File: src/sv/assert_macros.svh
// Assertion helpers shared by the RTL files.
`ifndef ASSERT_MACROS_SVH
`define ASSERT_MACROS_SVH

// Same-cycle implication, checked on every rising edge outside reset.
`define VWD_ASSERT_IMPL(label, clk, rst_n, ante, cons) \
    label: assert property (@(posedge clk) disable iff (!rst_n) (ante) |-> (cons)) \
        else $error("vibration window detector: assertion failed");

// Next-cycle implication, checked on every rising edge outside reset.
`define VWD_ASSERT_NEXT(label, clk, rst_n, ante, cons) \
    label: assert property (@(posedge clk) disable iff (!rst_n) (ante) |=> (cons)) \
        else $error("vibration window detector: assertion failed");

`endif

File: src/sv/vwd_pkg.sv
`default_nettype none

package vwd_pkg;

    localparam int NUM_AXES       = 3;
    localparam int SAMPLE_W       = 16;
    localparam int OUT_SUM_W      = 20;
    localparam int GRAVITY_W      = 15;
    localparam int THRESHOLD_W    = 16;
    localparam int APB_ADDR_W     = 3;
    localparam int APB_DATA_W     = 32;
    localparam int WINDOW_DEFAULT = 10;

    localparam logic [GRAVITY_W-1:0]   GRAVITY_RESET   = 15'd4096;
    localparam logic [THRESHOLD_W-1:0] THRESHOLD_RESET = 16'd4177;

    // Register select, taken from byte address bit 2.
    localparam logic [0:0] REG_GRAVITY   = 1'b0;
    localparam logic [0:0] REG_THRESHOLD = 1'b1;

    // Full-precision window sum width.
    function automatic int vwd_sum_w(input int window);
        return SAMPLE_W + $clog2(window);
    endfunction

    // Bits needed to hold the window length itself.
    function automatic int vwd_len_w(input int window);
        return $clog2(window + 1);
    endfunction

    function automatic int vwd_offs_w(input int window);
        return GRAVITY_W + vwd_len_w(window);
    endfunction

    function automatic int vwd_lim_w(input int window);
        return THRESHOLD_W + vwd_len_w(window);
    endfunction

endpackage

`default_nettype wire

File: src/sv/vwd_cfg.sv
`default_nettype none

module vwd_cfg #(
    parameter int WINDOW = vwd_pkg::WINDOW_DEFAULT,
    localparam int OFFS_W = vwd_pkg::vwd_offs_w(WINDOW),
    localparam int LIM_W  = vwd_pkg::vwd_lim_w(WINDOW)
) (
    input  wire logic                            clk,
    input  wire logic                            rst_n,
    input  wire logic                            psel,
    input  wire logic                            penable,
    input  wire logic                            pwrite,
    input  wire logic [vwd_pkg::APB_ADDR_W-1:0]  paddr,
    input  wire logic [vwd_pkg::APB_DATA_W-1:0]  pwdata,
    output logic      [vwd_pkg::APB_DATA_W-1:0]  prdata,
    output logic                                 pready,
    output logic      [OFFS_W-1:0]               offset,
    output logic      [LIM_W-1:0]                lim
);
    import vwd_pkg::*;

    logic [GRAVITY_W-1:0]   gravity_reg,   gravity_next;
    logic [THRESHOLD_W-1:0] threshold_reg, threshold_next;
    logic [OFFS_W-1:0]      offset_reg,    offset_next;
    logic [LIM_W-1:0]       lim_reg,       lim_next;
    logic [0:0]             reg_sel;
    logic                   wr_en;

    assign pready  = 1'b1;
    assign reg_sel = paddr[2:2];
    assign wr_en   = psel && penable && pwrite && pready;

    always_comb
    begin
        gravity_next   = gravity_reg;
        threshold_next = threshold_reg;
        if (wr_en)
        begin
            case (reg_sel)
                REG_GRAVITY:   gravity_next   = pwdata[GRAVITY_W-1:0];
                REG_THRESHOLD: threshold_next = pwdata[THRESHOLD_W-1:0];
                default:       gravity_next   = gravity_reg;
            endcase
        end
        // Scale by the window length here so the datapath sees sums, not averages.
        offset_next = OFFS_W'(gravity_next) * OFFS_W'(WINDOW);
        lim_next    = LIM_W'(threshold_next) * LIM_W'(WINDOW);
    end

    always_comb
    begin
        case (reg_sel)
            REG_GRAVITY:   prdata = APB_DATA_W'(gravity_reg);
            REG_THRESHOLD: prdata = APB_DATA_W'(threshold_reg);
            default:       prdata = '0;
        endcase
    end

    always_ff @(posedge clk or negedge rst_n)
    begin
        if (!rst_n)
        begin
            gravity_reg   <= GRAVITY_RESET;
            threshold_reg <= THRESHOLD_RESET;
            offset_reg    <= OFFS_W'(GRAVITY_RESET) * OFFS_W'(WINDOW);
            lim_reg       <= LIM_W'(THRESHOLD_RESET) * LIM_W'(WINDOW);
        end
        else
        begin
            gravity_reg   <= gravity_next;
            threshold_reg <= threshold_next;
            offset_reg    <= offset_next;
            lim_reg       <= lim_next;
        end
    end

    assign offset = offset_reg;
    assign lim    = lim_reg;

endmodule

`default_nettype wire

File: config.mk
export PLATFORM = sky130hd
export DESIGN_NAME = vwd_cfg
export DESIGN_NICKNAME = d
export VERILOG_FILES = /design/src/sv/assert_macros.svh /design/src/sv/vwd_pkg.sv /design/src/sv/vwd_cfg.sv
export SDC_FILE = /design/constraint.sdc
export NUM_CORES = 1
export LEC_CHECK = 0
export BUFFER_PORTS_ARGS = -buffer_cell sky130_fd_sc_hd__buf_2
export CORE_MARGIN = 2
export CORE_UTILIZATION = 40
export CTS_CLUSTER_DIAMETER = 50
export DETAILED_ROUTE_END_ITERATION = 10
export PLACE_DENSITY = 0.63
export SLEW_MARGIN = 10
export SYNTH_ARGS = -nofsm -noshare
export SYNTH_HDL_FRONTEND = slang
export SYNTH_SLANG_ARGS = --single-unit
File: constraint.sdc
create_clock -name clk -period 7.5 [get_ports clk]
set_clock_uncertainty 0.1 [all_clocks]
set_input_delay 0.75 -clock clk [delete_from_list [all_inputs] [get_ports clk]]
set_output_delay 0.75 -clock clk [all_outputs]
set_load 0.01 [all_outputs]
Yosys cells after proc, flatten, opt, wreduce, memory -nomap -nowiden --
Cells that the tools add are included.
Cells by class: reduce and logical (&&, ||, !) cells 2, mux-type cells 5, $mul 2, bitwise logic cells 1
Operators with widths (number):
- 32-bit one-hot mux with 2 select lines | 1
- 16-bit two-way mux | 2
- 15-bit two-way mux | 2
- 16-bit by 3-bit multiplier with 19-bit output, second input constant | 1
- 15-bit by 3-bit multiplier with 18-bit output, second input constant | 1
- 1-bit logical AND | 2
- 1-bit NOT | 1
Word-level totals: logic and storage cells 14, output and inout bits 72, register bits after elaboration 68

Depth between registers and ports, before layout --
word-level depth 4, mapped depth 14, depth with buffers taken out 12

Worst setup path after synthesis --
No wires, ideal clock.
kind input to register, from input port paddr[2] (netlist bit), to register offset_reg[16] (netlist: offset[16]), path slack 3.769 ns, arrival time 3.567 ns, buffers on the path 2, cell stages on the path 13, path through buf_6 -> nand4b_4 -> buf_6 -> mux2i_1 -> inv_1 -> ha_1 -> ha_1 -> fa_1 -> a211oi_2 -> o21a_1 -> o21ai_2 -> a2111oi_0 -> or3b_1
Between the ends: cells in the longest elaborated chain, start to end 3
Ends and longest elaborated chain:
- from (decl) | line vwd_cfg.sv:13 | input wire logic [vwd_pkg::APB_ADDR_W-1:0] paddr,
- 15-bit two-way mux | line vwd_cfg.sv:39 | case (reg_sel)
- 15-bit two-way mux | line vwd_cfg.sv:37 | if (wr_en)
- named net gravity_next[3] | line vwd_cfg.sv:22 | logic [GRAVITY_W-1:0] gravity_reg, gravity_next;
- 15-bit by 3-bit multiplier with 18-bit output | line vwd_cfg.sv:46 | offset_next = OFFS_W'(gravity_next) * OFFS_W'(WINDOW);
- named net offset_next[16] | line vwd_cfg.sv:24 | logic [OFFS_W-1:0] offset_reg, offset_next;
- to (signal assigned) | line vwd_cfg.sv:65 | offset_reg <= OFFS_W'(GRAVITY_RESET) * OFFS_W'(WINDOW);
- to (signal assigned) | line vwd_cfg.sv:72 | offset_reg <= offset_next;
- to (decl) | line vwd_cfg.sv:24
The timed path passes the listed nets, and every way through them passes these cells.

Final worst setup path --
Ends and elaborated chain as after synthesis.

==> run metrics <==
clock buffer count from CTS 9; top cell type's share of synthesized area 0.291; setup bufs post-CTS 0; Die Y approximately 110 um; hold_ws between 0.4 and 0.5 ns; row count 38; core area 0.0107 mm^2; Area Overhead vs Synth 14.2%; DRT Pass-1 Iters 4; met2 WL 3960 um; Area contributors post-synth dfrtp_1 (29%), ha_1 (10%), dfstp_2 (7.8%), mux2_2 (6.4%), xor2_1 (4.0%); count of unique library cells instantiated by Yosys 60; I/O Pins 112; Resized cells post-CTS 0; setup violators final 0; number of global-route vias before repair 3001; Via density 4.98; status finished, final reports clean; CP Class primary input to register; P_sw ~0.75 mW; static leakage 2.50 nW; # nets final 564; hold endpoint threshold_reg[1]; final slew viol count 0; CP arrival 4.30 ns; via count 3144; Die Area approximately 0.012 mm^2; DRT antenna net count 0; top-count cell post-synth dfrtp_1; post-route core utilization 0.466; die width 109 um; later-pin clock latency in the skew report roughly 0.34 ns; cell taking the most area after synthesis dfrtp_1; Clk pwr share 0.207; synth warn 0; worst-path maximum fanout 18; WP data required 7.68 ns; unrepaired setup endpoints after global routing no; Internal 1.18 mW; reg2reg end offset[16]; drt drc 0; Setup Slack @ Placement 2.98 ns; Reg-to-Reg Start gravity_reg[3]; Max Used Layer met4; Iter 0 DRT Violations 94; Finished Cell Area between 0.005 and 0.006 mm^2; r2r setup slk 4.39 ns; Final period util 0.550; largest net degree at the start of global routing 65; WL final 8580 um; Post-synth ARST share 1.00; share of cells above drive strength 1 0.299; Flop pwr share 0.278; first-pass GRT wire length between 10000 and 15000 um; Pwr Density a little under 400 mW/mm^2; Cells after Synth ~420; DP Area 0.00474 mm^2; DP HPWL 6440 um; port bufs 74; Final Non-Filler Cells 631; sw frac 0.389; GPL Wtd Cong 0.852; worst vdd ir around 0.13 mV; min cycle time layout 4.13 ns; antenna cells 0; initial core utilization 0.408; DR WL/cell 13.6 um; CTS tree yes; initial antenna violation count 0; Worst Setup Slack, final ~3.4 ns; clock sink count 64; Worst setup EP type register; Root Driver clkbuf_8; hold depth 1; part of the Yosys area used for sequential elements 0.369; CP Launch Type primary input; Synth top cells by count dfrtp_1 (51), ha_1 (36), inv_1 (36); min-delay worst type register to register; maximum clock frequency 242 MHz; Gate power share 0.515; htree depth 3; hold wc startpoint threshold_reg[1]; max reg flops 17; Synth Area per Inst 10.5 um^2; flops & latches, synth 64; Post-Place Cells 615; Top FF cell, synth dfrtp_1; Metal-1 WL 4120 um; Tot Pwr 1.93 mW; # hold bufs at CTS 0; EDFF count, synth 0; R2R depth 10; metal3 WL ~370 um; max cap viols 0; Sum Neg Setup Slack 0 ns; Max-Slew Margin vs Limit 0.475; slew at the pin closest to its max-slew limit 0.787 ns; clk buf depth 2; total congestion overflow 0; Reg clk slew, reported paths 0.07 ns; CP Launch Point paddr[2]; mapped cell area 0.00438 mm^2; All-Layer GR Usage 0.155; Final Hold Viols 0
## worst max-delay path: stages
cell	delay, ns
buf_2	0.26
nand4b_4	0.57
mux2i_1	0.46
inv_1	0.11
ha_1	0.31
ha_1	0.24
fa_1	0.44
a211oi_2	0.25
o21a_1	0.21
o21ai_2	0.11
a2111oi_0	0.43
or3b_1	0.17
## logic make-up (layout without fill, tap and decap cells)
logic type	Yosys count	after routing	synth area share
compound gates	85	85	0.132
simple gates	73	73	0.0865
buf+inv	73	128	0.0908
flops	64	64	0.369
mux	49	49	0.138
fa+ha+maj	38	38	0.112
xor+xnor	35	35	0.0700
other cells	2	19	0.00171
## cell usage in the layout (no fill, tap or decap), drive strengths merged, types with 13 or more instances in the layout
master   n
buf     75
dfrtp   51
inv     38
ha      36
nor2    30
mux2    26
a21oi   23
mux2i   23
xor2    20
conb    19
o21ai   17
xnor2   15
dfstp   13
## final cells by class
| type | instances | area, um^2 |
|---|---|---|
| fillers | 1037 | 5740 |
| multi-input cells | 299 | 2430 |
| flip-flops and latches | 64 | 1620 |
| repair buffers | 75 | 378 |
| well taps | 140 | 175 |
| clock inverters | 7 | 143 |
| inverters | 37 | 139 |
| clock buffers | 9 | 124 |
## worst max-delay path by stage
stage | end | slack, ns | cells after the start
after floorplan | offset[16] | 3.77 | 13
after CTS | lim[14] | 3.34 | 13
after global routing | lim[14] | 3.06 | 13
after global placement | lim[14] | 3.07 | 13
after detailed placement | lim[14] | 2.98 | 13
final | offset[16] | 3.37 | 12
## metal layers
layer	vias to the layer above	track usage
met5	-	0
li1	1560	-
met4	0	0.0540
met1	1496	0.215
met3	13	0.0221
met2	75	0.247
## power by group through the flow
stage               registers [mW]  clock network [mW]  logic, mW
CTS                          0.537               0.410       1.00
floorplan                    0.588                   0      0.704
finish                       0.535               0.399      0.992
global placement             0.539                   0      0.977
detailed placement           0.543                   0      0.994
global route                 0.549               0.424       1.12
No activity file was read; power rests on OpenSTA's default activity.
