## config.mk

```make
export PLATFORM = sky130hd
export DESIGN_NAME = vwd_magnitude_flat
export DESIGN_NICKNAME = d
export VERILOG_FILES = /design/src/sv/vwd_pkg.sv /design/src/sv/vwd_if.sv /design/src/sv/vwd_magnitude.sv /design/src/flat_wrapper.sv
export VERILOG_INCLUDE_DIRS = /design/src /design/src/sv
export SDC_FILE = /design/constraint.sdc
export NUM_CORES = 2
export LEC_CHECK = 0
export BUFFER_PORTS_ARGS = -buffer_cell sky130_fd_sc_hd__buf_4
export CORE_UTILIZATION = 55
export DETAILED_ROUTE_END_ITERATION = 12
export GPL_ROUTABILITY_DRIVEN = 1
export GPL_TIMING_DRIVEN = 0
export PLACE_DENSITY = 0.77
export REMOVE_ABC_BUFFERS = 1
export SLEW_MARGIN = 40
export SYNTH_ARGS = -nofsm -noshare
export SYNTH_HDL_FRONTEND = slang
export SYNTH_SLANG_ARGS = --single-unit
```

## constraint.sdc

```tcl
create_clock -name clk -period 6.9 [get_ports clk]
set_input_delay 0.345 -clock clk [delete_from_list [all_inputs] [get_ports clk]]
set_output_delay 0.345 -clock clk [all_outputs]
set_load 0.01 [all_outputs]
```

## src/sv/assert_macros.svh

```systemverilog
// Assertion helpers shared by the RTL files.
`ifndef ASSERT_MACROS_SVH
`define ASSERT_MACROS_SVH

// Same-cycle implication, checked on every rising edge outside reset.
`define VWD_ASSERT_IMPL(label, clk, rst_n, ante, cons) \
    label: assert property (@(posedge clk) disable iff (!rst_n) (ante) |-> (cons)) \
        else $error("vibration window detector: assertion failed");

// Next-cycle implication, checked on every rising edge outside reset.
`define VWD_ASSERT_NEXT(label, clk, rst_n, ante, cons) \
    label: assert property (@(posedge clk) disable iff (!rst_n) (ante) |=> (cons)) \
        else $error("vibration window detector: assertion failed");

`endif

```

## src/sv/vwd_pkg.sv

```systemverilog
`default_nettype none

package vwd_pkg;

    localparam int NUM_AXES       = 3;
    localparam int SAMPLE_W       = 16;
    localparam int OUT_SUM_W      = 20;
    localparam int GRAVITY_W      = 15;
    localparam int THRESHOLD_W    = 16;
    localparam int APB_ADDR_W     = 3;
    localparam int APB_DATA_W     = 32;
    localparam int WINDOW_DEFAULT = 10;

    localparam logic [GRAVITY_W-1:0]   GRAVITY_RESET   = 15'd4096;
    localparam logic [THRESHOLD_W-1:0] THRESHOLD_RESET = 16'd4177;

    // Register select, taken from byte address bit 2.
    localparam logic [0:0] REG_GRAVITY   = 1'b0;
    localparam logic [0:0] REG_THRESHOLD = 1'b1;

    // Full-precision window sum width.
    function automatic int vwd_sum_w(input int window);
        return SAMPLE_W + $clog2(window);
    endfunction

    // Bits needed to hold the window length itself.
    function automatic int vwd_len_w(input int window);
        return $clog2(window + 1);
    endfunction

    function automatic int vwd_offs_w(input int window);
        return GRAVITY_W + vwd_len_w(window);
    endfunction

    function automatic int vwd_lim_w(input int window);
        return THRESHOLD_W + vwd_len_w(window);
    endfunction

endpackage

`default_nettype wire

```

## src/sv/vwd_if.sv

```systemverilog
`default_nettype none


interface vwd_result_if;
    import vwd_pkg::*;

    logic                        valid;
    logic                        ready;
    logic                        vibration;
    logic signed [OUT_SUM_W-1:0] window_sum_x;
    logic signed [OUT_SUM_W-1:0] window_sum_y;
    logic signed [OUT_SUM_W-1:0] window_sum_z;

    modport source (output valid, output vibration, output window_sum_x,
                    output window_sum_y, output window_sum_z, input ready);
    modport sink   (input valid, input vibration, input window_sum_x,
                    input window_sum_y, input window_sum_z, output ready);
endinterface

`default_nettype wire

```

## src/sv/vwd_magnitude.sv

```systemverilog
`default_nettype none
`include "assert_macros.svh"

module vwd_magnitude #(
    parameter int WINDOW = vwd_pkg::WINDOW_DEFAULT,
    localparam int SUM_W  = vwd_pkg::vwd_sum_w(WINDOW),
    localparam int OFFS_W = vwd_pkg::vwd_offs_w(WINDOW),
    localparam int LIM_W  = vwd_pkg::vwd_lim_w(WINDOW)
) (
    input  wire logic               clk,
    input  wire logic               rst_n,
    input  wire logic               in_valid,
    output logic                    in_ready,
    input  wire logic [SUM_W-1:0]   sums [vwd_pkg::NUM_AXES],
    input  wire logic [OFFS_W-1:0]  offset,
    input  wire logic [LIM_W-1:0]   lim,
    vwd_result_if.source            result
);
    import vwd_pkg::*;

    localparam int DZ_W   = ((SUM_W > OFFS_W) ? SUM_W : OFFS_W) + 2;
    localparam int SQ_W   = 2 * DZ_W;
    localparam int MAG_W  = SQ_W + 2;
    localparam int LIM2_W = 2 * LIM_W;
    localparam int CMP_W  = (MAG_W > LIM2_W) ? MAG_W : LIM2_W;
    localparam int EXT_W  = (SUM_W > OUT_SUM_W) ? SUM_W : OUT_SUM_W;

    // Square stage
    logic signed [DZ_W-1:0]      term [NUM_AXES];
    logic signed [SQ_W-1:0]      prod [NUM_AXES];
    logic signed [EXT_W-1:0]     ext  [NUM_AXES];
    logic        [SQ_W-1:0]      sq_reg [NUM_AXES];
    logic        [LIM2_W-1:0]    lim2_reg;
    logic        [OUT_SUM_W-1:0] wsum_reg [NUM_AXES];
    logic                        sq_valid_reg, sq_valid_next;
    logic                        sq_ready;

    // Output stage
    logic [CMP_W-1:0]     mag;
    logic                 vib_next;
    logic                 out_valid_reg, out_valid_next;
    logic                 vib_reg;
    logic [OUT_SUM_W-1:0] out_sum_reg [NUM_AXES];
    logic                 out_ready;

    assign out_ready = !out_valid_reg || result.ready;
    assign sq_ready  = !sq_valid_reg || out_ready;
    assign in_ready  = sq_ready;

    always_comb
    begin
        term[0] = DZ_W'($signed(sums[0]));
        term[1] = DZ_W'($signed(sums[1]));
        // Take one g per sample off the Z sum.
        term[2] = DZ_W'($signed(sums[2])) - $signed(DZ_W'(offset));
        for (int a = 0; a < NUM_AXES; a++)
        begin
            prod[a] = term[a] * term[a];
            ext[a]  = EXT_W'($signed(sums[a]));
        end
        sq_valid_next = sq_ready ? in_valid : sq_valid_reg;
    end

    always_comb
    begin
        mag = CMP_W'(sq_reg[0]) + CMP_W'(sq_reg[1]) + CMP_W'(sq_reg[2]);
        vib_next = mag > CMP_W'(lim2_reg);
        out_valid_next = out_ready ? sq_valid_reg : out_valid_reg;
    end

    always_ff @(posedge clk or negedge rst_n)
    begin
        if (!rst_n)
        begin
            sq_valid_reg  <= 1'b0;
            out_valid_reg <= 1'b0;
        end
        else
        begin
            sq_valid_reg  <= sq_valid_next;
            out_valid_reg <= out_valid_next;
        end
    end

    always_ff @(posedge clk)
    begin
        if (in_valid && sq_ready)
        begin
            lim2_reg <= LIM2_W'(lim) * LIM2_W'(lim);
            for (int a = 0; a < NUM_AXES; a++)
            begin
                sq_reg[a]   <= SQ_W'(prod[a]);
                wsum_reg[a] <= ext[a][OUT_SUM_W-1:0];
            end
        end
        if (sq_valid_reg && out_ready)
        begin
            vib_reg <= vib_next;
            for (int a = 0; a < NUM_AXES; a++)
            begin
                out_sum_reg[a] <= wsum_reg[a];
            end
        end
    end

    assign result.valid        = out_valid_reg;
    assign result.vibration    = vib_reg;
    assign result.window_sum_x = out_sum_reg[0];
    assign result.window_sum_y = out_sum_reg[1];
    assign result.window_sum_z = out_sum_reg[2];

    `VWD_ASSERT_NEXT(a_sq_stall_holds, clk, rst_n, sq_valid_reg && !out_ready, sq_valid_reg)
    `VWD_ASSERT_NEXT(a_sq_moves_on, clk, rst_n, sq_valid_reg && out_ready, out_valid_reg)
    `VWD_ASSERT_NEXT(a_zero_is_quiet, clk, rst_n,
                     sq_valid_reg && out_ready && sq_reg[0] == '0 && sq_reg[1] == '0
                     && sq_reg[2] == '0, !vib_reg)

endmodule

`default_nettype wire

```

## src/flat_wrapper.sv

```systemverilog
// flat-port wrapper written by rule: the top's interface ports become plain ports
module vwd_magnitude_flat import vwd_pkg::*;
#(
    parameter int WINDOW = vwd_pkg::WINDOW_DEFAULT,
    localparam int SUM_W  = vwd_pkg::vwd_sum_w(WINDOW),
    localparam int OFFS_W = vwd_pkg::vwd_offs_w(WINDOW),
    localparam int LIM_W  = vwd_pkg::vwd_lim_w(WINDOW)
)
  (clk, rst_n, in_valid, in_ready, sums, offset, lim, result_valid, result_vibration, result_window_sum_x, result_window_sum_y, result_window_sum_z, result_ready);
  vwd_result_if result_i ();
  input  wire logic clk;
  input  wire logic rst_n;
  input  wire logic in_valid;
  output logic in_ready;
  input  wire logic [SUM_W-1:0] sums[vwd_pkg::NUM_AXES];
  input  wire logic [OFFS_W-1:0] offset;
  input  wire logic [LIM_W-1:0] lim;
  output wire logic [$bits(result_i.valid)-1:0] result_valid;
  output wire logic [$bits(result_i.vibration)-1:0] result_vibration;
  output wire logic [$bits(result_i.window_sum_x)-1:0] result_window_sum_x;
  output wire logic [$bits(result_i.window_sum_y)-1:0] result_window_sum_y;
  output wire logic [$bits(result_i.window_sum_z)-1:0] result_window_sum_z;
  input wire logic [$bits(result_i.ready)-1:0] result_ready;
  assign result_valid = result_i.valid;
  assign result_vibration = result_i.vibration;
  assign result_window_sum_x = result_i.window_sum_x;
  assign result_window_sum_y = result_i.window_sum_y;
  assign result_window_sum_z = result_i.window_sum_z;
  assign result_i.ready = result_ready;
  vwd_magnitude #(.WINDOW(WINDOW)) u_core (.clk(clk), .rst_n(rst_n), .in_valid(in_valid), .in_ready(in_ready), .sums(sums), .offset(offset), .lim(lim), .result(result_i));
endmodule
```

After elaboration in Yosys (flattened, before gate mapping):

Memory sizes are Yosys's and may differ from the RTL's.
Index checks and enable logic that the tools add are counted.

* word-level logic and storage cells: 25
* register bits after elaboration: 43
* RAM bits: 252
* memories: 3
* input bits: 103

* mux-type cells: 4
* $add $sub $neg: 3
* $lt $le $gt $ge: 1
* multiply operators: 4
* reduce and logical (&&, ||, !) cells: 6

Memories
* u_core.sq_reg: depth 3, width 44, read ports 3, clocked after memory_dff 0, write ports 3, RTL line vwd_magnitude.sv:32 `logic [SQ_W-1:0] sq_reg [NUM_AXES];`
* u_core.out_sum_reg: depth 3, width 20, read ports 3, clocked after memory_dff 0, write ports 3, RTL line vwd_magnitude.sv:43 `logic [OUT_SUM_W-1:0] out_sum_reg [NUM_AXES];`
* u_core.wsum_reg: depth 3, width 20, read ports 3, clocked after memory_dff 0, write ports 3, RTL line vwd_magnitude.sv:34 `logic [OUT_SUM_W-1:0] wsum_reg [NUM_AXES];`

Operator list (number)
* multiplier 20 x 20 -> 40 bit: 3
* adder 46 x 44 -> 46 bit: 1
* greater-than comparator 46 x 40 -> 1 bit: 1
* adder 44 x 44 -> 45 bit: 1
* multiplier 21 x 21 -> 42 bit: 1
* subtractor 20 x 20 -> 21 bit: 1
* 2-to-1 mux 1 bit: 4
* logical AND 1 bit: 2
* zero test 1 bit: 2
* logical OR 1 bit: 2

Logic depth before layout (Yosys ltp):

* depth in word-level cells: 6
* depth in mapped cells: 40
* gate-level depth less buffers: 39

Least setup slack after synthesis:

OpenSTA, ideal clock, no wires.

* path kind: input port to flip-flop
* start point: input port offset[1]
* end point: memory u_core.sq_reg[0][130] in the netlist's numbering (data pin)
* slack: -2.122 ns
* data arrival time: 8.762 ns
* stages on the path: 37
* library setup time: 0.260 ns
* cells stage by stage: inv_1 ha_1 nor2b_1 o21ai_2 a21boi_2 o211ai_2 a21oi_1 a311o_2 o22a_4 a311oi_1 xnor2_1 clkbuf_1 nand2_1 fa_1 inv_1 fa_1 inv_1 fa_1 inv_1 fa_1 fa_1 fa_1 inv_1 fa_1 inv_1 ha_1 a21o_1 a21o_1 a21o_1 or3_1 a221oi_1 o21ai_0 nand3_1 nand4_1 a31o_2 a21oi_1 xnor2_1

RTL lines
* start, declared: RTL line flat_wrapper.sv:16 `input wire logic [OFFS_W-1:0] offset;`
* end, declared: RTL line vwd_magnitude.sv:32

==> metrics.txt <==
Initial DRT Pass Iterations=6; syn_area_per_cell=9.95 sq um; Die Ht=349 um; slowest stage delay, CP=0.60 ns; Clock Pin Slew Worst Setup and Hold Paths=0.06 ns; Num CTS Buffers=39; CTS tree=built; via count=47800; mapped cell area=0.0663 sq mm; Die ar.=0.122 sq mm; Vias per Instance=5.54; max FFs per register=117; Fin. Hold Viols=0; antenna-violating nets left=0; failing checks=negative setup slack; Die Wd=349 um; input/output buffers=165; Worst Path Class, Setup=in -> reg; final instance area=0.0751 sq mm; Final WS setup=-2.24 ns; Area contributors post-synth=fa_1, edfxtp_1, ha_1; Nets=9177; cell count after synthesis=6666; drt drc=0; Layout area overhead=13.2%; most common cell after layout, fill and taps aside=inv_1; total I/O pin count=166; Initial Util=55.4%; Clock Path Buffers=3; Slew Viols, Final=0; worst path required time=7.29 ns; Initial DRC Count=3342; yosys warns=0; worst hold-check path type=in -> reg; Seq/Total Area, Yosys=12.6%; Least-Margin Pin Slew=0.824 ns; TritonCTS sink count=279; antenna violations before repair=2; latest clock arrival within the worst-skew pair=0.64 ns; core area=0.120 sq mm; CP startpoint kind=primary input; status=finished with violations; max-cap viol count=0; final cycle utilization of the critical path=132%; share of layout cells above drive strength 1=12.8%; most frequent CP cell=fa_1; flops & latches, synth=279; worst hold margin=0.0402 ns; WL final=170 mm; # rows=127; top cell type by total area after synthesis=fa_1; setup repair after global routing missed its margin=yes; diodes inserted=0; Post-synth ARST share=0.717%; library cells used by synthesis=95; first-pass GRT wire length=264 mm; Peak Freq=109 MHz; top_reg_cell synth=edfxtp_1; most frequent cells in the layout=inv_1, fa_1, ha_1; maximum fanout along the worst path=5; slowest CP cell=fa_1; Post-synth EDFFs=277; Rel. slew slack=45.0%; vias in the first global route=51400; setup TNS=-44.71 ns; DR WL/cell=19.7 um; Synth top area share=44.4%; largest net degree at the start of global routing=42; clock skew=0.0461 ns; worst reg-to-reg path cell count=34; Post-DP HPWL=126 mm; Setup crit end kind=flip-flop; WP data arrival=9.52 ns; total congestion overflow=0; Hold Path Stages=1; cell area after placement=0.0694 sq mm; Placer Congestion=0.900; clk root buf=clkbuf_16; Final setup violation count=30; CTS H-tree lvls=2; Tmin final=9.14 ns; Global Route Usage Sum=27.6%
==> worst paths after layout <==
check / startpoint / to / slack [ns]
max: sums[0] / u_core.sq_reg[0][121]$_DFFE_PP_ / -2.24
min: sums[36] / u_core.wsum_reg[0][36]$_DFFE_PP_ / 0.04
max reg2reg: u_core.sq_reg[0][14]$_DFFE_PP_ / u_core.result.vibration$_DFFE_PP_ / 0.03
min reg2reg: u_core.wsum_reg[0][31]$_DFFE_PP_ / u_core.out_sum_reg[0][31]$_DFFE_PP_ / 0.41
max in group asynchronous: rst_n / u_core.sq_valid_reg$_DFFE_PN0N_ / 6.73
min in group asynchronous: rst_n / u_core.result.valid$_DFFE_PN0P_ / 0.08
==> per-stage QoR <==
step	util, %	setup slack [ns]	cells
after global placement	57.6	-5.00	8290
final	62.6	-2.24	8625
after floorplan	-	-2.53	6513
after CTS	60.7	-1.94	8511
after global routing	62.6	-2.41	8625
after detailed placement	57.9	-4.00	8306
==> cell families after synthesis <==
logic type      synth area share [%]
fa+ha+maj                       56.1
simple gates                    9.86
compound gates                  6.69
mux                           0.0830
flops                           12.6
xor+xnor                        3.57
buf+inv                         11.1
==> metal layers <==
| metal | part of all wire [%] | routed length [um] | vias up | track usage, % |
|---|---|---|---|---|
| met5 | 0.0070 | 12 | - | 0 |
| met4 | 5.1 | 8660 | 2 | 10.9 |
| met3 | 8.0 | 13600 | 622 | 4.51 |
| met2 | 49 | 82700 | 2037 | 46.5 |
| met1 | 38 | 65300 | 24300 | 35.5 |
| li1 | - | - | 20900 | - |
==> what timing repair did <==
action / in CTS / in global routing
pin swaps: 120 / 200
endpoints found under the hold margin: 24 / 1
setup buffers: 116 / 116
hold buffers: 23 / 1
resized for setup: 236 / 330
setup endpoints to repair: 68 / 58
cloned: 0 / 2
==> layout make-up <==
type	count	area [sq um]
Clock buffer	45	998
Clock inverter	25	274
Fill cell	9044	44800
Inverter	1797	6920
Multi-Input combinational cell	4437	52700
Sequential cell	279	8370
Tap cell	1612	2020
Timing Repair Buffer	429	3820
Timing Repair inverter	1	5.00
==> cells in the mapped netlist, types with 10 or more instances <==
| library cell | count |
|---|---|
| nand3_1 | 56 |
| o21a_1 | 40 |
| nand4_1 | 23 |
| and3_1 | 33 |
| or2_2 | 11 |
| a21oi_1 | 213 |
| o21ai_0 | 96 |
| a21o_1 | 118 |
| o21bai_1 | 41 |
| nor2b_1 | 39 |
| edfxtp_1 | 277 |
| clkbuf_1 | 137 |
| a211oi_1 | 21 |
| a31o_2 | 10 |
| and2_1 | 255 |
| nand2b_1 | 46 |
| xor2_1 | 77 |
| o21ai_1 | 11 |
| ha_1 | 618 |
| a31oi_1 | 14 |
| nand2_1 | 514 |
| xnor2_1 | 190 |
| fa_1 | 1472 |
| nor3_1 | 42 |
| inv_1 | 1787 |
| nor2_1 | 346 |
==> critical path: cells and delay by family <==
kind,cells,cell delay (ns)
buffers and inverters,10,1.29
AOI/OAI and AO/OA,15,2.44
and+or+nand+nor,4,0.61
xor gates and xnor gates,2,0.25
adders and majority gates,10,4.59
Power is left out: the tool's default activity adds up to more than one toggle a clock period on the data nets, which glitch-free logic cannot reach.
