[src/sv/assert_macros.svh]
// Assertion helpers shared by the RTL files.
`ifndef ASSERT_MACROS_SVH
`define ASSERT_MACROS_SVH

// Same-cycle implication, checked on every rising edge outside reset.
`define VWD_ASSERT_IMPL(label, clk, rst_n, ante, cons) \
    label: assert property (@(posedge clk) disable iff (!rst_n) (ante) |-> (cons)) \
        else $error("vibration window detector: assertion failed");

// Next-cycle implication, checked on every rising edge outside reset.
`define VWD_ASSERT_NEXT(label, clk, rst_n, ante, cons) \
    label: assert property (@(posedge clk) disable iff (!rst_n) (ante) |=> (cons)) \
        else $error("vibration window detector: assertion failed");

`endif

[src/sv/vwd_pkg.sv]
`default_nettype none

package vwd_pkg;

    localparam int NUM_AXES       = 3;
    localparam int SAMPLE_W       = 16;
    localparam int OUT_SUM_W      = 20;
    localparam int GRAVITY_W      = 15;
    localparam int THRESHOLD_W    = 16;
    localparam int APB_ADDR_W     = 3;
    localparam int APB_DATA_W     = 32;
    localparam int WINDOW_DEFAULT = 10;

    localparam logic [GRAVITY_W-1:0]   GRAVITY_RESET   = 15'd4096;
    localparam logic [THRESHOLD_W-1:0] THRESHOLD_RESET = 16'd4177;

    // Register select, taken from byte address bit 2.
    localparam logic [0:0] REG_GRAVITY   = 1'b0;
    localparam logic [0:0] REG_THRESHOLD = 1'b1;

    // Full-precision window sum width.
    function automatic int vwd_sum_w(input int window);
        return SAMPLE_W + $clog2(window);
    endfunction

    // Bits needed to hold the window length itself.
    function automatic int vwd_len_w(input int window);
        return $clog2(window + 1);
    endfunction

    function automatic int vwd_offs_w(input int window);
        return GRAVITY_W + vwd_len_w(window);
    endfunction

    function automatic int vwd_lim_w(input int window);
        return THRESHOLD_W + vwd_len_w(window);
    endfunction

endpackage

`default_nettype wire

[src/sv/vwd_if.sv]
`default_nettype none

interface vwd_sample_if;
    import vwd_pkg::*;

    logic                       valid;
    logic                       ready;
    logic signed [SAMPLE_W-1:0] sample_x;
    logic signed [SAMPLE_W-1:0] sample_y;
    logic signed [SAMPLE_W-1:0] sample_z;

    modport source (output valid, output sample_x, output sample_y, output sample_z,
                    input ready);
    modport sink   (input valid, input sample_x, input sample_y, input sample_z,
                    output ready);
endinterface


`default_nettype wire

[src/sv/vwd_window.sv]
`default_nettype none
`include "assert_macros.svh"

module vwd_window #(
    parameter int WINDOW = vwd_pkg::WINDOW_DEFAULT,
    localparam int SUM_W = vwd_pkg::vwd_sum_w(WINDOW)
) (
    input  wire logic               clk,
    input  wire logic               rst_n,
    vwd_sample_if.sink              sample,
    output logic                    out_valid,
    input  wire logic               out_ready,
    output logic      [SUM_W-1:0]   sums [vwd_pkg::NUM_AXES]
);
    import vwd_pkg::*;

    logic signed [SAMPLE_W-1:0] line_reg [NUM_AXES][WINDOW];
    logic signed [SAMPLE_W-1:0] sample_in [NUM_AXES];
    logic signed [SUM_W-1:0]    sum_reg  [NUM_AXES];
    logic signed [SUM_W-1:0]    sum_next [NUM_AXES];
    logic                       valid_reg, valid_next;
    logic                       accept;

    assign sample_in[0] = sample.sample_x;
    assign sample_in[1] = sample.sample_y;
    assign sample_in[2] = sample.sample_z;

    assign sample.ready = !valid_reg || out_ready;
    assign accept       = sample.valid && sample.ready;

    always_comb
    begin
        valid_next = valid_reg;
        if (accept)
            valid_next = 1'b1;
        else if (out_ready)
            valid_next = 1'b0;
        // Add the newest sample, drop the one leaving the window.
        for (int a = 0; a < NUM_AXES; a++)
        begin
            sum_next[a] = sum_reg[a] + SUM_W'(sample_in[a]) - SUM_W'(line_reg[a][WINDOW-1]);
        end
    end

    always_ff @(posedge clk or negedge rst_n)
    begin
        if (!rst_n)
        begin
            valid_reg <= 1'b0;
            for (int a = 0; a < NUM_AXES; a++)
            begin
                sum_reg[a] <= '0;
                for (int i = 0; i < WINDOW; i++)
                begin
                    line_reg[a][i] <= '0;
                end
            end
        end
        else
        begin
            valid_reg <= valid_next;
            if (accept)
            begin
                for (int a = 0; a < NUM_AXES; a++)
                begin
                    sum_reg[a]     <= sum_next[a];
                    line_reg[a][0] <= sample_in[a];
                    for (int i = 1; i < WINDOW; i++)
                    begin
                        line_reg[a][i] <= line_reg[a][i-1];
                    end
                end
            end
        end
    end

    assign out_valid = valid_reg;
    always_comb
    begin
        for (int a = 0; a < NUM_AXES; a++)
        begin
            sums[a] = sum_reg[a];
        end
    end

    `VWD_ASSERT_NEXT(a_accept_fills, clk, rst_n, accept, valid_reg)
    `VWD_ASSERT_NEXT(a_stall_holds, clk, rst_n, valid_reg && !out_ready, valid_reg)
    `VWD_ASSERT_NEXT(a_sums_idle, clk, rst_n, !accept,
                     $stable(sum_reg[0]) && $stable(sum_reg[1]) && $stable(sum_reg[2]))

endmodule

`default_nettype wire

[src/flat_wrapper.sv]
// flat-port wrapper written by rule: the top's interface ports become plain ports
module vwd_window_flat import vwd_pkg::*;
#(
    parameter int WINDOW = vwd_pkg::WINDOW_DEFAULT,
    localparam int SUM_W = vwd_pkg::vwd_sum_w(WINDOW)
)
  (clk, rst_n, out_valid, out_ready, sums, sample_valid, sample_sample_x, sample_sample_y, sample_sample_z, sample_ready);
  vwd_sample_if sample_i ();
  input  wire logic clk;
  input  wire logic rst_n;
  output logic out_valid;
  input  wire logic out_ready;
  output logic      [SUM_W-1:0] sums[vwd_pkg::NUM_AXES];
  input wire logic [$bits(sample_i.valid)-1:0] sample_valid;
  input wire logic [$bits(sample_i.sample_x)-1:0] sample_sample_x;
  input wire logic [$bits(sample_i.sample_y)-1:0] sample_sample_y;
  input wire logic [$bits(sample_i.sample_z)-1:0] sample_sample_z;
  output wire logic [$bits(sample_i.ready)-1:0] sample_ready;
  assign sample_i.valid = sample_valid;
  assign sample_i.sample_x = sample_sample_x;
  assign sample_i.sample_y = sample_sample_y;
  assign sample_i.sample_z = sample_sample_z;
  assign sample_ready = sample_i.ready;
  vwd_window #(.WINDOW(WINDOW)) u_core (.clk(clk), .rst_n(rst_n), .sample(sample_i), .out_valid(out_valid), .out_ready(out_ready), .sums(sums));
endmodule
[config.mk]
export PLATFORM = sky130hd
export DESIGN_NAME = vwd_window_flat
export DESIGN_NICKNAME = d
export VERILOG_FILES = /design/src/sv/vwd_pkg.sv /design/src/sv/vwd_if.sv /design/src/sv/vwd_window.sv /design/src/flat_wrapper.sv
export VERILOG_INCLUDE_DIRS = /design/src /design/src/sv
export SDC_FILE = /design/constraint.sdc
export NUM_CORES = 1
export LEC_CHECK = 0
export BUFFER_PORTS_ARGS = -buffer_cell sky130_fd_sc_hd__buf_2
export CAP_MARGIN = 15
export CELL_PAD_IN_SITES_DETAIL_PLACEMENT = 1
export CELL_PAD_IN_SITES_GLOBAL_PLACEMENT = 1
export CORE_ASPECT_RATIO = 1.1
export CORE_UTILIZATION = 43
export CTS_CLUSTER_SIZE = 30
export DETAILED_ROUTE_END_ITERATION = 16
export GPL_TIMING_DRIVEN = 0
export MAX_ROUTING_LAYER = met4
export PLACE_DENSITY_LB_ADDON = 0.1
export SYNTH_ARGS = -nofsm -noshare
export SYNTH_HDL_FRONTEND = slang
export SYNTH_SLANG_ARGS = --single-unit
export TNS_END_PERCENT = 50
[constraint.sdc]
create_clock -name clk -period 2.6 [get_ports clk]
set_input_delay 0 -clock clk [delete_from_list [all_inputs] [get_ports clk]]
set_output_delay 0 -clock clk [all_outputs]
set_load 0.005 [all_outputs]
Word-level counts from Yosys, hierarchy flattened. Cells that the tools add are included.

Reductions and logical operators: 4. Add/subtract/negate cells: 6. Mux-type cells: 2.

Operators by type and width (count): adder 20 x 16 -> 20 bit (3); subtractor 20 x 16 -> 20 bit (3); 2-to-1 mux 1 bit (2); nonzero test 2 bit (1); logical AND 1 bit (1); logical NOT 1 bit (1); logical OR 1 bit (1).

Input port bits: 52. Word-level logic and storage cells: 46. Flip-flop bits (word level): 541. Output and inout port bits: 62.

Longest topological paths before layout. Gate-level depths: netlist (run 1).

Depth in word-level cells: 4. Mapped depth: 12. Depth with buffers taken out: 12.

Worst setup path before layout (run 1). No wires, ideal clock.

Path kind: register to register. Start: reg u_core.sum_reg (netlist bit u_core.sums[21]). End: reg u_core.sum_reg (netlist bit u_core.sums[38]). Path slack: -0.147 ns. Data arrival time: 2.616 ns. Stages on the path, launching flop included: 12. Clock period less this slack: 2.747 ns. Buffers on the path: 0. Library setup time: 0.131 ns. Required time: 2.469 ns. Cell sequence: dfrtp_1 inv_1 fa_1 inv_1 fa_1 a21o_1 a221o_1 nand3_2 o21bai_1 o41ai_2 xor2_1 o21ai_1.

Cells in the longest elaborated chain, start to end: 2.

RTL lines: start, declared (RTL line vwd_window.sv:19) `logic signed [SUM_W-1:0] sum_reg [NUM_AXES];`; start signal, assigned by index (RTL line vwd_window.sv:66) `sum_reg[a] <= sum_next[a];`; adder 20 x 16 -> 20 bit (RTL line vwd_window.sv:41) `sum_next[a] = sum_reg[a] + SUM_W'(sample_in[a]) - SUM_W'(line_reg[a][WINDOW-1]);`; subtractor 20 x 16 -> 20 bit (RTL line vwd_window.sv:41).

No other way between the ends. A chain may end at the register's enable or synchronous reset.

Final worst setup path (run 1).
Start: reg u_core.line_reg[160] (netlist bit). End: reg u_core.sum_reg (netlist bit u_core.sums[30]).

Cells in the longest elaborated chain, start to end: 1.

RTL lines: start, declared (RTL line vwd_window.sv:17) `logic signed [SAMPLE_W-1:0] line_reg [NUM_AXES][WINDOW];`; start signal, assigned by index (RTL line vwd_window.sv:67) `line_reg[a][0] <= sample_in[a];`; start signal, assigned by index (RTL line vwd_window.sv:70) `line_reg[a][i] <= line_reg[a][i-1];`; subtractor 20 x 16 -> 20 bit (RTL line vwd_window.sv:41).

No other way between the ends.

==> flow_metrics.env, run 1 <==
export IMPL_synth_async_reset_ratio_pct=100
export IMPL_first_iter_violations=968
export IMPL_startpoint="u_core.line_reg[160]$_DFFE_PN0P_"
export IMPL_crit_slowest_cell="dfrtp_2"
export IMPL_cts_buffer_depth=3
export IMPL_fin_skew_ns=0.0160
export IMPL_cts_tree="yes"
export IMPL_finalWeightedCongestion=0.838
export IMPL_fp_dieW_um=230
export IMPL_num_rows=91
export IMPL_cp_num_buf_inv=3
export IMPL_dr_pass1_iters=5
export IMPL_fin_crit_sh_pct=110
export IMPL_syn_to_final_growth_pct=24.1
export IMPL_reg2reg_depth=11
export IMPL_yosys_warnings=0
export IMPL_ant_nets=0
export IMPL_cp_depth=11
export IMPL_netlist_top_cells_count="nand2_1 (1,428), dfrtp_1 (541), inv_1 (229), o21ai_0 (126), clkbuf_1 (118)"
export IMPL_worstPathCellList="ha_4 > inv_4 > ha_4 > fa_2 > a21o_1 > a221o_1 > buf_6 > a211oi_4 > buf_4 > xor2_1 > o21ai_1"
export IMPL_synth_top_family_by_area="simple AND/OR/NAND/NOR gates"
export IMPL_cp_arrival_ns=3.34
export IMPL_muxShareOfSynthArea_pct=0
export IMPL_path_max_fanout=2
export IMPL_cts_root_buf="clkbuf_16"
export IMPL_yosysSeqAreaShare_pct=55.0
export IMPL_dpl_worst_slack_ns=-0.509
export IMPL_regToRegStartpoint="u_core.line_reg[160]$_DFFE_PN0P_"
export IMPL_yosysMostFrequentCell="nand2_1"
export IMPL_io_buffer_count=113
export IMPL_ff2ff_setup_slack_ns=-0.26
export IMPL_synth_edff_count=0
export IMPL_syn_nets=3002
export IMPL_yosys_area_top_type="dfrtp_1"
export IMPL_dieArea_sq_mm=0.0582
export IMPL_max_slew_margin_rel_pct=43.5
export IMPL_synthFlopType="dfrtp_1"
export IMPL_syn_avg_cell_area_sq_um=8.70
export IMPL_cp_common_cell="ha_4"
export IMPL_ys_top_cells_by_area="dfrtp_1 (55%), nand2_1 (22%), fa_1 (4.6%), inv_1 (3.5%), ha_1 (3.2%)"
export IMPL_drc=0
export IMPL_cts_clk_slew_worst_paths_ns=0.06
export IMPL_fin_tns_setup_ns=-2.86
export IMPL_required_ns=3.08
export IMPL_synth_xor_area_share_pct=1.85
export IMPL_violations="setup timing"
export IMPL_start_kind="register"
export IMPL_viasPerCell=5.00
export IMPL_nNetsFinal=3305
export IMPL_crit_path_end="u_core.sums[30]$_DFFE_PN0P_"
export IMPL_fmax_ghz=0.350
export IMPL_period_needed_ns=2.86
export IMPL_synth_fa_ha_area_share_pct=7.84
export IMPL_ys_seq_elements=541
export IMPL_cts_max_level=2
export IMPL_synth_compound_area_share_pct=6.25
export IMPL_grt_max_degree=126
export IMPL_critPathMaxStageDelay_ns=0.47
export IMPL_crit_type="reg2reg"
export IMPL_syn_area_sq_mm=0.0246
export IMPL_vias=19632
export IMPL_dieHeight_um=253
export IMPL_cts_sinks=541
export IMPL_design_area_sq_mm=0.0306
export IMPL_wl_per_cell_um=18.9
export IMPL_antenna_found_initial=1
export IMPL_slew_viol_final=0
export IMPL_largest_reg_flops=480
export IMPL_design_core_area_sq_mm=0.0564
export IMPL_r2r_end="u_core.sums[30]$_DFFE_PN0P_"
export IMPL_post_dp_hpwl_mm=49.7
export IMPL_initial_core_util_pct=43.7
export IMPL_final_util_pct=54.2
export IMPL_maxCapViolCount=0
export IMPL_end_kind="register"
export IMPL_yosysTopAreaCellShare_pct=55.0
export IMPL_synth_distinct_cells=58
export IMPL_outcome="finished with violations"
export IMPL_grt_pass1_vias=21489
export IMPL_synthSimpleGateAreaFrac_pct=23.5
export IMPL_clock_latency_ns=0.63
export IMPL_powerDensity_mw_per_mm2=1330
export IMPL_grt_pass1_wl_mm=115
export IMPL_track_usage_pct=25.8
export IMPL_rsz0062_at_grt="true"
export IMPL_setup_viol=23
export IMPL_cts_made_buffers=60
export IMPL_finalHoldViolCount=0
export IMPL_hold_path_class="in2reg"
export IMPL_fin_ws_ns=-0.258
export IMPL_p_total_mw=40.8
export IMPL_ioPinCount=114
export IMPL_synthCells=2830
export IMPL_critPathTopFamily="compound AO/OA/AOI/OAI gates"
export IMPL_worstMarginPinSlew_ns=0.848
export IMPL_wl_mm=74.3
export IMPL_p_leak_nw=16.2
export IMPL_drive_above_1_share_pct=15.2
export IMPL_peakVddDrop_mv=1.11
export IMPL_place_area_sq_mm=0.0263
export IMPL_grt_overflow=0
-- layout make-up --
| cell class | count | area (sq um) |
|---|---|---|
| Clock buffer | 87 | 1790 |
| Multi-Input combinational cell | 1932 | 10800 |
| Antenna cell | 1 | 2.50 |
| Timing Repair Buffer | 244 | 1790 |
| Buffer | 125 | 557 |
| Fill cell | 6546 | 25800 |
| Sequential cell | 541 | 13600 |
| Tap cell | 744 | 931 |
| Clock inverter | 23 | 262 |
| Inverter | 229 | 862 |
-- through the flow --
| stage | instances | hold WS [ns] |
|---|---|---|
| floorplan | 2830 | -0.296 |
| global placement | 3687 | 0.228 |
| detailed placement | 3691 | 0.0614 |
| CTS | 3895 | 0.146 |
| global route | 3926 | 0.193 |
| finish | 3926 | 0.181 |
-- tightest hold or removal path, cell delays in order --
cell           delay [ns]
dlygate4sd3_1        0.52
buf_2                0.14
nand2_1              0.05
nand2_1              0.05
-- power by group --
group / leakage, nW / internal [mW] / total [mW] / switching [mW]
registers: 7.04 / 10.5 / 12.0 / 1.48
logic: 8.14 / 8.86 / 20.0 / 11.1
clock network: 1.03 / 5.26 / 8.82 / 3.56
total: 16.2 / 24.6 / 40.8 / 16.1
-- how the worst min path moves through the flow --
stage	slack [ns]	cells past startpoint	end	startpoint
after floorplan	-0.30	0	u_core.line_reg[0]$_DFFE_PN0P_	rst_n
after global placement	0.23	2	u_core.out_valid$_DFFE_PN0P_	sample_valid
after detailed placement	0.06	1	u_core.line_reg[355]$_DFFE_PN0P_	rst_n
after CTS	0.15	4	u_core.line_reg[304]$_DFFE_PN0P_	sample_sample_y[0]
after global routing	0.19	4	u_core.line_reg[304]$_DFFE_PN0P_	sample_sample_y[0]
final	0.18	4	u_core.line_reg[304]$_DFFE_PN0P_	sample_sample_y[0]
-- layer usage --
layer  global-route usage, %  vias to the layer above  part of all wire [%]
li1                        -                     9303                     -
met1                    32.5                     9906                    44
met2                    43.5                      280                    50
met3                    3.25                      143                   2.9
met4                    7.85                        0                   3.4
met5                       -                        -                     0
-- cells in the final DEF (no fill, tap or decap), types with 19 or more instances in the layout --
cell           instances
clkbuf_8              19
a21o_1                19
ha_4                  34
nand2_1             1424
o21ai_1               26
a21oi_1               27
xor2_1                22
inv_1                214
clkbuf_16             61
dfrtp_1              531
fa_1                  54
buf_4                 68
xnor2_1               24
ha_1                  21
dlygate4sd3_1         53
clkbuf_1             114
buf_2                112
o21ai_0               90
-- logic make-up after synthesis --
| group | after synthesis |
|---|---|
| simple gates | 1504 |
| flops | 541 |
| buf+inv | 357 |
| compound gates | 256 |
| fa+ha+maj | 120 |
| xor+xnor | 52 |
-- timing repair --
action / CTS / global route
setup endpoints to repair: 94 / 58
buffers inserted: 43 / 32
hold buffers: 53 / 0
hold endpoints to repair: 224 / 0
resized for setup: 163 / 110
pin swaps: 65 / 78
No activity file was read; power rests on OpenSTA's default activity.
==> run 2: changes to the inputs <==
clock period = 2.5 ns   (was 2.6 ns; I/O delays follow)
==> run 2 against run 1 <==
The run ends with hold timing, setup timing left. Die area is the same. Non-clock buffer count shrank 4. Worst hold slack lost 0.19 ns. Clock-buffer cell count shrank 2. Core utilization grew 0.071 points. Via count shrank 0.65%. Final cell count shrank 0.28%. Clock power grew 2%. Sequential cell count is the same. Wire length shrank 3.4%. Power grew 3.7%. Largest cell class unchanged. Highest routed layer unchanged.
==> flow_metrics.env, run 2 (synthesis gave the netlist of run 1 again) <==
export IMPL_peakVddDrop_mv=1.07
export IMPL_start_kind="register"
export IMPL_wl_mm=71.8
export IMPL_fillCellCount=6479
export IMPL_post_dp_hpwl_mm=50.6
export IMPL_worstMarginPinSlew_ns=0.957
export IMPL_required_ns=3.06
export IMPL_cp_arrival_ns=3.46
export IMPL_dr_pass1_iters=4
export IMPL_clock_latency_ns=0.62
export IMPL_layout_common_cells="nand2_1 (1,423), dfrtp_1 (528), inv_1 (218)"
export IMPL_io_buffer_count=113
export IMPL_p_total_mw=42.3
export IMPL_drc=0
export IMPL_fin_ws_ns=-0.410
export IMPL_powerDensity_mw_per_mm2=1380
export IMPL_cts_made_buffers=59
export IMPL_fin_crit_sh_pct=116
export IMPL_end_kind="register"
export IMPL_outcome="finished with violations"
export IMPL_antenna_found_initial=2
export IMPL_maxCapViolCount=0
export IMPL_max_slew_margin_rel_pct=36.2
export IMPL_drive_above_1_share_pct=14.9
export IMPL_dieArea_sq_mm=0.0582
export IMPL_fin_tns_setup_ns=-5.39
export IMPL_largest_reg_flops=480
export IMPL_cts_buffer_depth=3
export IMPL_first_iter_violations=991
export IMPL_vias=19505
export IMPL_setup_viol=35
export IMPL_layout_cells_non_filler=3915
export IMPL_path_max_fanout=5
export IMPL_slew_viol_final=0
export IMPL_design_core_area_sq_mm=0.0564
export IMPL_ioPinCount=114
export IMPL_finalHoldViolCount=3
export IMPL_mostFrequentLayoutCell="nand2_1"
export IMPL_syn_to_final_growth_pct=24.3
export IMPL_dieHeight_um=253
export IMPL_dp_cells=3692
export IMPL_grt_overflow=0
export IMPL_num_rows=91
export IMPL_cts_max_level=2
export IMPL_cts_tree="yes"
export IMPL_track_usage_pct=25.6
export IMPL_hold_slack_ns=-0.00791
export IMPL_finalWeightedCongestion=0.911
export IMPL_fin_skew_ns=0.0151
export IMPL_grt_pass1_wl_mm=114
export IMPL_rsz0062_at_grt="true"
export IMPL_initial_core_util_pct=43.7
export IMPL_period_needed_ns=2.91
export IMPL_wl_per_cell_um=18.3
export IMPL_cts_sinks=541
export IMPL_cts_root_buf="clkbuf_16"
export IMPL_fmax_ghz=0.344
export IMPL_p_leak_nw=16.2
export IMPL_fp_dieW_um=230
export IMPL_crit_type="reg2reg"
export IMPL_ant_nets=0
export IMPL_viasPerCell=4.98
export IMPL_hold_path_class="in2async"
export IMPL_violations="hold timing, setup timing"
export IMPL_cts_clk_slew_worst_paths_ns=0.06
export IMPL_grt_pass1_vias=21432
export IMPL_nNetsFinal=3300
export IMPL_grt_max_degree=110
[run 2: where the power goes]
part           internal [mW]  switching [mW]  total [mW]
clock                   5.39            3.60        8.99
combinational           9.47            11.3        20.8
sequential              10.9            1.55        12.5
[run 2: path summary, 6_finish.rpt]
check | from | end | slack (ns) | cells past startpoint
setup / recovery | u_core.sums[10]$_DFFE_PN0P_ | u_core.sums[18]$_DFFE_PN0P_ | -0.41 | 11
hold / removal | rst_n | u_core.line_reg[264]$_DFFE_PN0P_ | -0.008 | 3
setup reg to reg | u_core.sums[10]$_DFFE_PN0P_ | u_core.sums[18]$_DFFE_PN0P_ | -0.41 | 11
hold reg to reg | u_core.sums[19]$_DFFE_PN0P_ | u_core.sums[19]$_DFFE_PN0P_ | 0.46 | 1
max in group asynchronous | rst_n | u_core.line_reg[2]$_DFFE_PN0P_ | 0.64 | 6
min in group clk | sample_sample_z[0] | u_core.line_reg[144]$_DFFE_PN0P_ | 0.18 | 4
[run 2: repair_timing]
| action | 4_1_cts | 5_1_grt |
|---|---|---|
| buffers inserted | 39 | 33 |
| gates resized for setup | 171 | 106 |
| endpoints found under the setup margin | 47 | 145 |
| hold buffers | 53 | 0 |
| cloned | 0 | 0 |
| pin swaps | 61 | 61 |
| endpoints found under the hold margin | 205 | 0 |
[run 2: metrics by stage]
| stage | hold WS [ns] | utilization, % | setup WS [ns] | cell area, sq um |
|---|---|---|---|---|
| final | -0.00791 | 54.3 | -0.410 | 30600 |
| after global routing | 0.0249 | 54.3 | -0.491 | 30600 |
| after CTS | 0.0108 | 53.0 | -0.309 | 29900 |
| after detailed placement | -0.0584 | 46.8 | -0.493 | 26400 |
| after global placement | 0.231 | 46.5 | -9.75 | 26200 |
| after floorplan | -0.296 | - | -0.0629 | 24700 |
[run 2: worst max-delay path: stages, from the launching register on]
cell and delay (ns):
dfrtp_1 0.38, inv_1 0.07, fa_1 0.52, inv_1 0.08, ha_4 0.33, inv_1 0.13
nor3_4 0.25, nand3_2 0.13, o21ai_4 0.24, a221oi_2 0.10, or4b_1 0.53, nand3_1 0.09
[run 2: final cells by class]
type | instances | area, sq um | area share, %
Sequential cell | 541 | 13600 | 44.3
Multi-Input combinational cell | 1932 | 10900 | 35.6
Timing Repair Buffer | 240 | 1820 | 5.96
Clock buffer | 85 | 1730 | 5.64
Tap cell | 744 | 931 | 3.04
Inverter | 229 | 860 | 2.81
Buffer | 125 | 553 | 1.81
Clock inverter | 17 | 265 | 0.867
Antenna cell | 2 | 5.00 | 0.0164
[run 2: per-layer routing]
layer	routed length, um	vias to the layer above	track usage, %
met3	2240	138	3.96
met2	36500	277	43.6
li1	-	9286	-
met4	2810	0	10.1
met1	30300	9804	30.3
met5	0	-	-
==> run 3: changes to the inputs <==
CORE_UTILIZATION = 46   (was 43)
clock period = 3.7 ns   (was 2.5 ns; I/O delays follow)
==> run 3 against run 2 <==
The flow now finishes without violations. First-iteration DRC count shrank 0.10%. Power shrank 42%. Combinational power shrank 54%. Clock skew grew 0.0087 ns. Design area shrank 5.8%. Fmax shrank 9.0%. Highest routed layer unchanged.
==> flow_metrics.env, run 3 (synthesis gave the netlist of run 1 again) <==
export IMPL_ioPinCount=114
export IMPL_cp_arrival_ns=3.66
export IMPL_ant_nets=0
export IMPL_drive_above_1_share_pct=7.85
export IMPL_cts_made_buffers=59
export IMPL_r2r_end="u_core.sums[16]$_DFFE_PN0P_"
export IMPL_crit_slowest_cell="fa_1"
export IMPL_seq_power_share_pct=34.7
export IMPL_design_core_area_sq_mm=0.0526
export IMPL_netSwitchingPower_mw=9.29
export IMPL_required_ns=4.17
export IMPL_ff2ff_setup_slack_ns=0.50
export IMPL_critPathMaxStageDelay_ns=0.51
export IMPL_dieArea_sq_mm=0.0545
export IMPL_grt_pass1_vias=21271
export IMPL_cts_tree="yes"
export IMPL_end_kind="register"
export IMPL_wl_per_cell_um=18.0
export IMPL_start_kind="register"
export IMPL_finalHoldViolCount=0
export IMPL_powerDensity_mw_per_mm2=848
export IMPL_period_needed_ns=3.20
export IMPL_cts_sinks=541
export IMPL_mostFrequentLayoutCell="nand2_1"
export IMPL_grt_overflow=0
export IMPL_dr_pass1_iters=5
export IMPL_grt_pass1_wl_mm=113
export IMPL_final_util_pct=54.8
export IMPL_rsz0062_at_grt="false"
export IMPL_hold_path_class="in2async"
export IMPL_viasPerCell=5.09
export IMPL_cts_resized=0
export IMPL_multiInputGateArea_sq_mm=0.00972
export IMPL_swShare_pct=38.0
export IMPL_initial_core_util_pct=46.8
export IMPL_clock_latency_ns=0.63
export IMPL_slew_viol_final=0
export IMPL_outcome="completed"
export IMPL_dieHeight_um=245
export IMPL_regArea_sq_mm=0.0135
export IMPL_p_leak_nw=15.7
export IMPL_layout_common_cells="nand2_1 (1,428), dfrtp_1 (541), inv_1 (229)"
export IMPL_regToRegStartpoint="u_core.sums[1]$_DFFE_PN0P_"
export IMPL_fin_tns_setup_ns=0
export IMPL_vias=19278
export IMPL_syn_to_final_growth_pct=17.1
export IMPL_layout_cells_non_filler=3785
export IMPL_track_usage_pct=27.0
export IMPL_grt_busiest_layer="met2"
export IMPL_hold_slack_ns=0.000340
export IMPL_grt_met2_usage_pct=45.1
export IMPL_worstMarginPinSlew_ns=0.955
export IMPL_worstPathCellList="inv_1 > fa_1 > inv_1 > fa_1 > a211oi_1 > o21bai_2 > a21oi_4 > o21ai_1 > a41oi_1 > xor2_1 > o21ai_0"
export IMPL_max_slew_margin_rel_pct=36.4
export IMPL_reg2reg_depth=11
export IMPL_first_iter_violations=990
export IMPL_antenna_found_initial=1
export IMPL_crit_type="reg2reg"
export IMPL_setup_viol=0
export IMPL_num_rows=88
export IMPL_finalWeightedCongestion=0.871
export IMPL_cts_max_level=2
export IMPL_nNetsFinal=3231
export IMPL_dp_cells=3622
export IMPL_p_total_mw=24.4
export IMPL_drc=0
export IMPL_cts_clk_slew_worst_paths_ns=0.06
export IMPL_peakVddDrop_mv=0.602
export IMPL_grt_max_degree=125
export IMPL_io_buffer_count=113
export IMPL_fp_dieW_um=223
export IMPL_p_int_mw=15.2
export IMPL_combPwrFrac_pct=38.9
export IMPL_fin_skew_ns=0.0238
export IMPL_met1_usage_pct=34.2
export IMPL_largest_reg_flops=480
export IMPL_pwr_share_clk_pct=26.4
export IMPL_fmax_ghz=0.313
export IMPL_post_dp_hpwl_mm=49.6
export IMPL_grt_use_met3_pct=3.58
export IMPL_cts_root_buf="clkbuf_16"
export IMPL_cts_buffer_depth=3
export IMPL_wl_mm=68.3
export IMPL_fin_crit_sh_pct=86.4
export IMPL_maxCapViolCount=0
export IMPL_fillCellCount=6156
export IMPL_path_max_fanout=4
==> run 3: cell types whose count changed in the layout (fill, tap and decap cells not counted), moves of 12 or more <==
cell | previous run | this run
o21ai_2 | 15 | 1
ha_1 | 24 | 63
a21oi_1 | 22 | 43
dfrtp_2 | 13 | 0
dfrtp_1 | 528 | 541
ha_4 | 32 | 0
buf_6 | 14 | 0
o21ai_0 | 83 | 126
a21oi_2 | 12 | 0
buf_4 | 57 | 0
o21ai_1 | 30 | 3
==> run 3: power groups by stage <==
stage | registers [mW] | logic (mW) | clock network [mW]
2_1_floorplan | 8.15 | 6.77 | 0
3_3_place_gp | 8.51 | 8.85 | 0
3_5_place_dp | 8.55 | 9.34 | 0
4_1_cts | 8.49 | 9.53 | 6.60
5_1_grt | 8.63 | 10.8 | 6.83
6_report | 8.48 | 9.51 | 6.46
==> run 3: metrics by stage <==
step / cell area, sq um / worst slack (ns)
3_5_place_dp: 26200 / 0.565
6_report: 28800 / 0.503
2_1_floorplan: 24600 / 0.953
4_1_cts: 28800 / 0.487
3_3_place_gp: 26000 / -8.48
5_1_grt: 28800 / 0.329
==> run 3: metal layers <==
metal	vias to the layer above	share of wire [%]	wire [um]
li1	9154	-	-
met1	9737	44	30300
met2	262	49	33800
met3	125	3.2	2190
met4	0	3.0	2060
met5	-	0	0
==> run 3: how the worst max path moves through the flow <==
stage / startpoint / end / slack, ns / depth (start not counted)
finish: u_core.sums[1]$_DFFE_PN0P_ / u_core.sums[16]$_DFFE_PN0P_ / 0.50 / 11
global route: u_core.sums[0]$_DFFE_PN0P_ / u_core.sums[16]$_DFFE_PN0P_ / 0.33 / 12
CTS: u_core.sums[1]$_DFFE_PN0P_ / u_core.sums[16]$_DFFE_PN0P_ / 0.49 / 11
detailed placement: u_core.sums[1]$_DFFE_PN0P_ / u_core.sums[16]$_DFFE_PN0P_ / 0.56 / 11
global placement: rst_n / u_core.line_reg[122]$_DFFE_PN0P_ / -8.48 / 1
floorplan: u_core.sums[21]$_DFFE_PN0P_ / u_core.sums[38]$_DFFE_PN0P_ / 0.95 / 11
==> run 3: area by class of cell <==
cell class	count	area share, %
flip-flops and latches	541	47.0
multi-input cells	1932	33.7
clock buffers	82	5.91
repair buffers	168	4.15
inverters	229	2.98
well taps	675	2.93
plain buffers	128	1.77
clock inverters	28	1.58
diodes	2	0.0174
==> run 3: worst max-delay path, delay by kind of cell, from the launching register on <==
| kind | cells | cell delay (ns) |
|---|---|---|
| adders and majority gates | 2 | 0.94 |
| DFF | 1 | 0.39 |
| xor gates and xnor gates | 1 | 0.18 |
| AOI/OAI and AO/OA | 6 | 1.35 |
| buffers and inverters | 2 | 0.16 |
==> run 3: repair_timing <==
| item | CTS | global route |
|---|---|---|
| hold endpoints to repair | 155 | 0 |
| hold buffers | 51 | 0 |
| setup buffers | 0 | 0 |
